--- config.mk ---
export PLATFORM = sky130hd
export DESIGN_NAME = backend_health_stats_table
export DESIGN_NICKNAME = d
export VERILOG_FILES = /design/src/design/bhst_pkg.sv /design/src/design/bhst_ctrl.sv /design/src/design/bhst_div.sv /design/src/design/bhst_dp.sv /design/src/design/backend_health_stats_table.sv
export VERILOG_INCLUDE_DIRS = /design/src /design/src/design
export SDC_FILE = /design/constraint.sdc
export NUM_CORES = 2
export LEC_CHECK = 0
export ABC_AREA = 1
export BUFFER_PORTS_ARGS = -buffer_cell sky130_fd_sc_hd__buf_2
export CAP_MARGIN = 20
export CORE_AREA = 5 5 371 410
export CTS_CLUSTER_SIZE = 12
export DETAILED_ROUTE_END_ITERATION = 10
export DIE_AREA = 0 0 376 415
export PLACE_DENSITY = 0.81
export SLEW_MARGIN = 15
export SYNTH_ARGS = -nofsm -noshare
export SYNTH_HDL_FRONTEND = slang
export SYNTH_HIERARCHICAL = 1
export SYNTH_SLANG_ARGS = --single-unit
--- constraint.sdc ---
create_clock -name clk_i -period 6.8 [get_ports clk_i]
set_clock_uncertainty 0.15 [all_clocks]
set_input_delay 0.34 -clock clk_i [delete_from_list [all_inputs] [get_ports clk_i]]
set_output_delay 0.34 -clock clk_i [all_outputs]
set_load 0.05 [all_outputs]
--- src/design/backend_health_stats_table_assert.svh ---
// Assertion macros for the backend health statistics table.
`ifndef BACKEND_HEALTH_STATS_TABLE_ASSERT_SVH
`define BACKEND_HEALTH_STATS_TABLE_ASSERT_SVH
`ifndef SYNTHESIS
`define BHST_ASSERT(label, clk, rst_n, prop, msg) \
  label: assert property (@(posedge clk) disable iff (!rst_n) prop) else $error(msg);
`define BHST_ASSERT_NR(label, clk, prop, msg) \
  label: assert property (@(posedge clk) prop) else $error(msg);
`else
`define BHST_ASSERT(label, clk, rst_n, prop, msg)
`define BHST_ASSERT_NR(label, clk, prop, msg)
`endif
`endif

--- src/design/bhst_pkg.sv ---
// Shared types and constants for the backend health statistics table.
`timescale 1ns / 1ps
package bhst_pkg;
  typedef struct packed {
    logic        mode;
    logic [2:0]  server_index;
    logic        success;
    logic [23:0] resp_us;
  } bhst_in_t;

  typedef struct packed {
    logic        server_healthy;
    logic [15:0] server_in_flight;
    logic [23:0] server_avg_time;
    logic [14:0] server_fail_rate;
    logic [23:0] pool_avg_time;
  } bhst_out_t;

  localparam logic [1:0] DIV_SRV_AVG  = 2'd0;
  localparam logic [1:0] DIV_SRV_RATE = 2'd1;
  localparam logic [1:0] DIV_POOL_AVG = 2'd2;

  localparam logic [1:0] ADDR_FAIL_THR = 2'd0;

  typedef struct packed {
    logic       load;
    logic       update;
    logic       div_start;
    logic [1:0] div_sel;
    logic       div_store;
    logic       emit;
  } bhst_cmd_t;

  typedef struct packed {
    logic div_done;
    logic is_end;
    logic idx_ok;
  } bhst_sts_t;

  localparam logic [7:0]  FailThresholdReset = 8'd3;
  localparam logic [23:0] Max24 = 24'hFFFFFF;
  localparam logic [14:0] RateMax = 15'd25600;
  localparam logic [47:0] Max48 = 48'hFFFF_FFFF_FFFF;
endpackage

--- src/design/bhst_ctrl.sv ---
// Sequencer for the statistics table: update, three divisions for a request end with a valid index, result.
`timescale 1ns / 1ps
module bhst_ctrl (
  input  logic               clk_i,
  input  logic               rst_ni,
  input  logic               start_i,
  output logic               busy_o,
  input  bhst_pkg::bhst_sts_t sts_i,
  output bhst_pkg::bhst_cmd_t cmd_o
);
  import bhst_pkg::*;

  localparam logic [2:0] S_IDLE = 3'd0;
  localparam logic [2:0] S_UPD  = 3'd1;
  localparam logic [2:0] S_DIV  = 3'd2;
  localparam logic [2:0] S_WAIT = 3'd3;
  localparam logic [2:0] S_OUT  = 3'd4;

  logic [2:0] state_q, state_d;
  logic [1:0] sel_q, sel_d;

  always_ff @(posedge clk_i or negedge rst_ni) begin
    if (!rst_ni) begin
      state_q <= S_IDLE;
      sel_q   <= DIV_SRV_AVG;
    end else begin
      state_q <= state_d;
      sel_q   <= sel_d;
    end
  end

  always_comb begin
    state_d = state_q;
    sel_d   = sel_q;
    cmd_o   = '0;
    cmd_o.div_sel = sel_q;
    case (state_q)
      S_IDLE: begin
        if (start_i) begin
          cmd_o.load = 1'b1;
          state_d = S_UPD;
        end
      end
      S_UPD: begin
        cmd_o.update = 1'b1;
        sel_d = DIV_SRV_AVG;
        state_d = (sts_i.is_end && sts_i.idx_ok) ? S_DIV : S_OUT;
      end
      S_DIV: begin
        cmd_o.div_start = 1'b1;
        state_d = S_WAIT;
      end
      S_WAIT: begin
        if (sts_i.div_done) begin
          cmd_o.div_store = 1'b1;
          if (sel_q == DIV_POOL_AVG) begin
            state_d = S_OUT;
          end else begin
            sel_d = sel_q + 2'd1;
            state_d = S_DIV;
          end
        end
      end
      S_OUT: begin
        cmd_o.emit = 1'b1;
        state_d = S_IDLE;
      end
      default: state_d = S_IDLE;
    endcase
  end

  assign busy_o = (state_q != S_IDLE);
endmodule

--- src/design/bhst_div.sv ---
// Restoring radix-2 divider, 64-bit dividend by 32-bit divisor, one bit a cycle.
`timescale 1ns / 1ps
module bhst_div (
  input  logic        clk_i,
  input  logic        rst_ni,
  input  logic        start_i,
  input  logic [63:0] dividend_i,
  input  logic [31:0] divisor_i,
  output logic        done_o,
  output logic [63:0] quot_o
);
  logic [63:0] quot_q, quot_d;
  logic [31:0] rem_q, rem_d;
  logic [31:0] dvs_q, dvs_d;
  logic [6:0]  cnt_q, cnt_d;
  logic        run_q, run_d;
  logic [32:0] trial;
  logic [32:0] shifted;

  always_ff @(posedge clk_i or negedge rst_ni) begin
    if (!rst_ni) begin
      run_q <= 1'b0;
      cnt_q <= '0;
    end else begin
      run_q <= run_d;
      cnt_q <= cnt_d;
    end
  end

  always_ff @(posedge clk_i) begin
    quot_q <= quot_d;
    rem_q  <= rem_d;
    dvs_q  <= dvs_d;
  end

  always_comb begin
    quot_d = quot_q;
    rem_d  = rem_q;
    dvs_d  = dvs_q;
    cnt_d  = cnt_q;
    run_d  = run_q;
    shifted = {rem_q, quot_q[63]};
    trial   = shifted - {1'b0, dvs_q};
    done_o  = 1'b0;
    if (start_i) begin
      quot_d = dividend_i;
      rem_d  = '0;
      dvs_d  = divisor_i;
      cnt_d  = 7'd64;
      run_d  = 1'b1;
    end else if (run_q) begin
      if (cnt_q == 7'd0) begin
        run_d  = 1'b0;
        done_o = 1'b1;
      end else begin
        cnt_d = cnt_q - 7'd1;
        if (!trial[32]) begin
          rem_d  = trial[31:0];
          quot_d = {quot_q[62:0], 1'b1};
        end else begin
          rem_d  = shifted[31:0];
          quot_d = {quot_q[62:0], 1'b0};
        end
      end
    end
  end

  assign quot_o = (dvs_q == '0) ? 64'd0 : quot_q;
endmodule

--- src/design/bhst_dp.sv ---
// Datapath: per-server statistics table, pool totals and result register.
`timescale 1ns / 1ps
module bhst_dp #(
  parameter int NUM_SERVERS = 8
) (
  input  logic                clk_i,
  input  logic                rst_ni,
  input  bhst_pkg::bhst_in_t  req_i,
  input  logic [7:0]          thresh_i,
  input  bhst_pkg::bhst_cmd_t cmd_i,
  output bhst_pkg::bhst_sts_t sts_o,
  output logic                valid_o,
  output bhst_pkg::bhst_out_t res_o
);
  import bhst_pkg::*;

  localparam int IW = (NUM_SERVERS > 1) ? $clog2(NUM_SERVERS) : 1;

  logic        healthy_q [NUM_SERVERS];
  logic [7:0]  cfail_q   [NUM_SERVERS];
  logic [15:0] infl_q    [NUM_SERVERS];
  logic [31:0] sreq_q    [NUM_SERVERS];
  logic [31:0] sfail_q   [NUM_SERVERS];
  logic [47:0] ssum_q    [NUM_SERVERS];
  logic [23:0] savg_q    [NUM_SERVERS];
  logic [14:0] srate_q   [NUM_SERVERS];
  logic [31:0] preq_q, pfail_q;
  logic [47:0] psum_q;
  logic [23:0] pavg_q;

  bhst_in_t    req_q;
  logic        valid_q;
  bhst_out_t   res_q;
  logic [IW-1:0] ix;
  logic        idx_ok;
  logic        fail;
  logic [63:0] dividend;
  logic [31:0] divisor;
  logic        div_done;
  logic [63:0] quot;
  logic [48:0] ssum_add, psum_add;
  logic [7:0]  cf_next;

  assign idx_ok = ({29'd0, req_q.server_index} < 32'(NUM_SERVERS));
  assign ix     = IW'(req_q.server_index);
  assign fail   = !req_q.success;
  assign ssum_add = {1'b0, ssum_q[ix]} + {25'd0, req_q.resp_us};
  assign psum_add = {1'b0, psum_q} + {25'd0, req_q.resp_us};
  assign cf_next  = (cfail_q[ix] == 8'hFF) ? 8'hFF : cfail_q[ix] + 8'd1;

  assign sts_o.div_done = div_done;
  assign sts_o.is_end   = req_q.mode;
  assign sts_o.idx_ok   = idx_ok;

  always_comb begin
    case (cmd_i.div_sel)
      DIV_SRV_AVG: begin
        dividend = {16'd0, ssum_q[ix]};
        divisor  = sreq_q[ix];
      end
      DIV_SRV_RATE: begin
        dividend = {32'd0, sfail_q[ix]} * 64'd25600;
        divisor  = sreq_q[ix];
      end
      default: begin
        dividend = {16'd0, psum_q};
        divisor  = preq_q;
      end
    endcase
  end

  bhst_div u_div (
    .clk_i     (clk_i),
    .rst_ni    (rst_ni),
    .start_i   (cmd_i.div_start),
    .dividend_i(dividend),
    .divisor_i (divisor),
    .done_o    (div_done),
    .quot_o    (quot)
  );

  always_ff @(posedge clk_i) begin
    if (cmd_i.load) req_q <= req_i;
  end

  always_ff @(posedge clk_i or negedge rst_ni) begin
    if (!rst_ni) begin
      for (int i = 0; i < NUM_SERVERS; i++) begin
        healthy_q[i] <= 1'b1;
        cfail_q[i]   <= '0;
        infl_q[i]    <= '0;
        sreq_q[i]    <= '0;
        sfail_q[i]   <= '0;
        ssum_q[i]    <= '0;
        savg_q[i]    <= '0;
        srate_q[i]   <= '0;
      end
      preq_q  <= '0;
      pfail_q <= '0;
      psum_q  <= '0;
      pavg_q  <= '0;
      valid_q <= 1'b0;
      res_q   <= '0;
    end else begin
      valid_q <= 1'b0;
      if (cmd_i.update && idx_ok) begin
        if (!req_q.mode) begin
          if (infl_q[ix] != 16'hFFFF) infl_q[ix] <= infl_q[ix] + 16'd1;
          if (sreq_q[ix] != 32'hFFFF_FFFF) sreq_q[ix] <= sreq_q[ix] + 32'd1;
          if (preq_q != 32'hFFFF_FFFF) preq_q <= preq_q + 32'd1;
        end else begin
          if (infl_q[ix] != 16'd0) infl_q[ix] <= infl_q[ix] - 16'd1;
          if (fail) begin
            if (sfail_q[ix] != 32'hFFFF_FFFF) sfail_q[ix] <= sfail_q[ix] + 32'd1;
            if (pfail_q != 32'hFFFF_FFFF) pfail_q <= pfail_q + 32'd1;
            cfail_q[ix] <= cf_next;
            if (cf_next >= thresh_i) healthy_q[ix] <= 1'b0;
          end else begin
            cfail_q[ix]   <= '0;
            healthy_q[ix] <= 1'b1;
          end
          ssum_q[ix] <= ssum_add[48] ? Max48 : ssum_add[47:0];
          psum_q     <= psum_add[48] ? Max48 : psum_add[47:0];
        end
      end
      if (cmd_i.div_store) begin
        case (cmd_i.div_sel)
          DIV_SRV_AVG:
            savg_q[ix] <= (quot > {40'd0, Max24}) ? Max24 : quot[23:0];
          DIV_SRV_RATE:
            srate_q[ix] <= (quot > {49'd0, RateMax}) ? RateMax : quot[14:0];
          default:
            pavg_q <= (quot > {40'd0, Max24}) ? Max24 : quot[23:0];
        endcase
      end
      if (cmd_i.emit) begin
        valid_q <= 1'b1;
        if (idx_ok) begin
          res_q.server_healthy   <= healthy_q[ix];
          res_q.server_in_flight <= infl_q[ix];
          res_q.server_avg_time  <= savg_q[ix];
          res_q.server_fail_rate <= srate_q[ix];
          res_q.pool_avg_time    <= pavg_q;
        end else begin
          res_q <= '0;
        end
      end
    end
  end

  assign valid_o = valid_q;
  assign res_o   = res_q;
endmodule

--- src/design/backend_health_stats_table.sv ---
// Top level of the backend health statistics table.
// Usage:
//   Command channel: drive req_i and raise start_i; the transaction is taken
//   at a rising edge with start_i high and busy_o low. busy_o stays high
//   until the cycle in which the result is shown.
//   Result channel: done_o is high for exactly one cycle with res_o valid;
//   the receiver cannot stall and must take it then.
//   Processing: a request start updates the counters; a request end with a
//   valid server index also runs three divisions one after another on a
//   single shared 64-step restoring divider (server average, server failure
//   rate, pool average).
//   Turnaround: busy_o falls as done_o rises, so the next transaction can be
//   taken while the result is shown.
//   Configuration: APB register 0 (byte address 0) is failure_threshold,
//   8 bits, reset 3; write it only while busy_o is low.
//   Reset: asynchronous, active low; all servers healthy, all counters and
//   stored averages zero, no clearing pass.
`timescale 1ns / 1ps
module backend_health_stats_table #(
  parameter int NUM_SERVERS = 8
) (
  input  logic                clk_i,
  input  logic                rst_ni,
  input  logic                start_i,
  output logic                busy_o,
  input  bhst_pkg::bhst_in_t  req_i,
  output logic                done_o,
  output bhst_pkg::bhst_out_t res_o,
  input  logic                psel,
  input  logic                penable,
  input  logic                pwrite,
  input  logic [1:0]          paddr,
  input  logic [31:0]         pwdata,
  output logic [31:0]         prdata,
  output logic                pready
);
  import bhst_pkg::*;
`include "backend_health_stats_table_assert.svh"

  logic [7:0] thresh_q;
  bhst_cmd_t  cmd;
  bhst_sts_t  sts;

  assign pready = 1'b1;
  assign prdata = (paddr == ADDR_FAIL_THR) ? {24'd0, thresh_q} : 32'd0;

  always_ff @(posedge clk_i or negedge rst_ni) begin
    if (!rst_ni) begin
      thresh_q <= FailThresholdReset;
    end else if (psel && penable && pwrite && paddr == ADDR_FAIL_THR) begin
      thresh_q <= pwdata[7:0];
    end
  end

  bhst_ctrl u_ctrl (
    .clk_i  (clk_i),
    .rst_ni (rst_ni),
    .start_i(start_i),
    .busy_o (busy_o),
    .sts_i  (sts),
    .cmd_o  (cmd)
  );

  bhst_dp #(.NUM_SERVERS(NUM_SERVERS)) u_dp (
    .clk_i   (clk_i),
    .rst_ni  (rst_ni),
    .req_i   (req_i),
    .thresh_i(thresh_q),
    .cmd_i   (cmd),
    .sts_o   (sts),
    .valid_o (done_o),
    .res_o   (res_o)
  );

  `BHST_ASSERT(a_accept_busy, clk_i, rst_ni, (start_i && !busy_o) |=> busy_o, "accept did not raise busy")
  `BHST_ASSERT(a_done_idle, clk_i, rst_ni, done_o |-> !busy_o, "result shown while busy")
  `BHST_ASSERT(a_done_pulse, clk_i, rst_ni, done_o |=> !done_o, "result held two cycles")
endmodule
==> impl_metrics.env <==
export IMPL_die_area_mm2=0.156
export IMPL_clk_pin_slew_ps=60
export IMPL_ctsHoldBuffers=62
export IMPL_synth_seq_cells=1771
export IMPL_clk_latency_ps=860
export IMPL_switchingPower_w=0.00452
export IMPL_post_cts_buffers=0
export IMPL_slew_headroom_pct=13.1
export IMPL_cts_buffer_depth=3
export IMPL_initial_utilization_pct=63.6
export IMPL_core_area_mm2=0.147
export IMPL_worstSetupPathType="reg2reg"
export IMPL_netlist_area_leader_share_pct=42.9
export IMPL_outcome="finished clean"
export IMPL_power_density_mw_per_mm2=201
export IMPL_io_pins=184
export IMPL_grt_max_degree=194
export IMPL_final_core_util_pct=69.2
export IMPL_overflow=0
export IMPL_finalCritPeriodShare_pct=90.0
export IMPL_crit_arrival_ps=6710
export IMPL_ys_flop_type="dfrtp_1"
export IMPL_nets=12564
export IMPL_h_tree_depth=4
export IMPL_p_int_w=0.0160
export IMPL_synth_avg_cell_area_um2=7.60
export IMPL_drv_slew=0
export IMPL_crit_slowest_cell="edfxtp_1"
export IMPL_synthTopCellsByArea="dfrtp_1 (43%), nand2_1 (19%), inv_1 (5.0%)"
export IMPL_peakVddDrop_mv=0.255
export IMPL_cts_tree="done"
export IMPL_worstPathMaxFanout=47
export IMPL_hp_start="req_i[4]"
export IMPL_layout_min_cycle_time_ps=6120
export IMPL_grtUsageTotal_pct=37.1
export IMPL_wl_per_cell_um=20.5
export IMPL_ys_seq_area_share_pct=47.9
export IMPL_cp_num_buf_inv=4
export IMPL_total_power_w=0.0205
export IMPL_dieHeight_um=415
export IMPL_cts_num_sinks=1771
export IMPL_io_buffers=134
export IMPL_layout_commonest_cell="nand2_1"
export IMPL_ys_warn_count=6
export IMPL_fmax_ghz=0.163
export IMPL_post_cts_resized=0
export IMPL_antenna_found_initial=3
export IMPL_synth_edf_count=125
export IMPL_cts_buffers=179
export IMPL_die_x_um=376
export IMPL_pwr_share_comb_pct=1.7
export IMPL_synth_top_area_cell="dfrtp_1"
export IMPL_fill_cells=11775
export IMPL_cp_end_kind="flop"
export IMPL_drt_iter0_drc=10609
export IMPL_grt_pass1_vias=82690
export IMPL_setup_viol_count_final=0
export IMPL_place_congestion=1.00
export IMPL_crit_family="simple AND/OR/NAND/NOR gates"
export IMPL_tns_ps=0
export IMPL_wl_um=294000
export IMPL_clkPwrFrac_pct=46.4
export IMPL_report_final_hold_viol_count=0
export IMPL_cpMostUsedCell="nand2_1"
export IMPL_layout_common_cells="nand2_1 (4813), dfrtp_1 (1603), inv_1 (1247)"
export IMPL_std_cell_rows=148
export IMPL_max_stage_delay_ps=730
export IMPL_timing_rr_start="u_dp/ix[0]$_DFFE_PP_"
export IMPL_hp_class="in2reg"
export IMPL_grt_setup_unrepaired="no"
export IMPL_switching_share_pct=22.0
export IMPL_dp_hpwl_um=188000
export IMPL_cts_root_buf="clkbuf_16"
export IMPL_layout_drive_gt1_share_pct=6.17
export IMPL_route_vias_total=85900
export IMPL_grt_pass1_wl_um=461000
export IMPL_drtPass1Iterations=9
export IMPL_worstSetupStartpoint="u_dp/ix[0]$_DFFE_PP_"
export IMPL_crit_chain="inv_6, nand2_4, inv_2, buf_4, a221oi_1, o2111ai_1, ha_1, nand2_1, nor2_1, nand2_1, nor2_1, nand2_1, nand3_1, nand2_1, nor2_2, nand3_4, buf_12, nand2_1, nand2_1, o21ai_0"
export IMPL_synth_cells=12312
export IMPL_crit_path_start_kind="flop"
export IMPL_seq_power_share_pct=52.0
export IMPL_route_detailed_drc=0
export IMPL_required_ps=7390
export IMPL_via_per_inst=5.99
export IMPL_syn_area_mm2=0.0936
export IMPL_max_cap_violations=0
export IMPL_worst_pin_slew_ps=1300
export IMPL_synthArstFlopShare_pct=91.1
export IMPL_syn_to_final_growth_pct=8.93
export IMPL_power_leakage_nw=51.3
export IMPL_synth_cell_types=67
export IMPL_drtAntennaViolNets=0
==> sequential cells by signal, summed over array words and instances (netlist names), 48 cells and up, named ones only <==
| name | cells |
|---|---|
| u_dp/srate_q | 120 |
| u_dp/cfail_q | 64 |
| u_dp/sfail_q | 256 |
| u_dp/infl_q | 120 |
| u_dp/res_o | 80 |
| u_dp/sreq_q | 256 |
| u_dp/savg_q | 192 |
| u_dp/ssum_q | 384 |
| u_dp/u_div/quot_q | 64 |
| u_dp/psum_q | 48 |
==> synth_stat cells, types with 41 or more instances <==
| cell | number |
|---|---|
| nand2_1 | 4815 |
| dfrtp_1 | 1604 |
| inv_1 | 1253 |
| o21ai_0 | 860 |
| nor2_1 | 770 |
| nand3_1 | 424 |
| clkbuf_1 | 330 |
| a31oi_1 | 247 |
| a21oi_1 | 226 |
| ha_1 | 198 |
| buf_2 | 149 |
| o22ai_1 | 130 |
| edfxtp_1 | 125 |
| a221oi_1 | 107 |
| o21ai_1 | 94 |
| xor2_1 | 91 |
| a22oi_1 | 79 |
| nand4_1 | 74 |
| buf_4 | 73 |
| buf_1 | 61 |
| nor3_1 | 50 |
| nor4_1 | 47 |
| xnor2_1 | 47 |
| nand2_2 | 44 |
| o211ai_1 | 41 |
==> per-stage QoR <==
| step | setup slack (ps) | instance area [um2] | std cells | hold slack [ps] |
|---|---|---|---|---|
| 3_5_place_dp | 797 | 95600 | 13965 | 242 |
| 3_3_place_gp | 780 | 95600 | 13964 | 256 |
| 5_1_grt | 366 | 102000 | 14340 | 45.0 |
| 4_1_cts | 772 | 102000 | 14331 | 1.48 |
| 2_1_floorplan | 1750 | 93700 | 12350 | -106 |
| 6_report | 681 | 102000 | 14342 | 46.1 |
==> metal layers <==
layer,global-route usage [%],wire (um),vias to the layer above
li1,-,-,39169
met1,49.5,113000,40740
met2,58.4,133000,4974
met3,7.73,32100,1015
met4,18.1,16500,2
met5,0,12,-
==> worst register-to-register path, delay by kind of cell (launching register included) <==
family	cells	cell delay [ps]
AO/OA/AOI/OAI	3	940
adder cells (fa/ha/maj)	1	510
buffers and inverters	4	1250
flip-flops	1	730
AND/OR/NAND/NOR	12	2440
==> cell families (layout without fill, tap and decap cells) <==
family | count (synthesis) | in the layout | share of synthesized area (%)
buffers and inverters | 1920 | 1960 | 8.36
other | 4 | 44 | 0.0160
DFF | 1771 | 1771 | 47.9
AOI/OAI and AO/OA | 1896 | 1896 | 11.8
muxes | 2 | 2 | 0.0214
xor gates and xnor gates | 147 | 147 | 1.45
and+or+nand+nor | 6344 | 6344 | 27.2
adders and majority gates | 228 | 228 | 3.29
==> power groups by stage <==
stage	Sequential (W)	Combinational [W]	Clock, W
after detailed placement	0.0108	0.000312	0
final	0.0107	0.000344	0.00950
after floorplan	0.0108	0.0000854	0
after CTS	0.0107	0.000351	0.00961
after global placement	0.0108	0.000304	0
after global routing	0.0106	0.000394	0.0100
==> final timing paths <==
check,to,slack [ps],depth (start not counted)
min reg2reg,u_dp/res_o[1]$_DFFE_PN0P_,320,2
max,u_dp/ssum_q[299]$_DFFE_PN0P_,680,20
min in group asynchronous,u_dp/sreq_q[241]$_DFFE_PN0P_,490,3
min,u_dp/req_q[4]$_DFFE_PP_,50,2
max in group asynchronous,u_dp/ssum_q[109]$_DFFE_PN0P_,4150,5
max reg2reg,u_dp/ssum_q[299]$_DFFE_PN0P_,680,20
==> final cells by class <==
type / count / area, um2 / share of cell area (%)
clock inverters: 30 / 423 / 0.415
diodes: 2 / 5.00 / 0.00491
flip-flops and latches: 1771 / 44800 / 43.9
well taps: 1950 / 2440 / 2.39
multi-input cells: 8659 / 41400 / 40.6
repair buffers: 368 / 2980 / 2.92
clock buffers: 274 / 5090 / 4.99
inverters: 1288 / 4850 / 4.75
(Power assumes the default switching activity.)
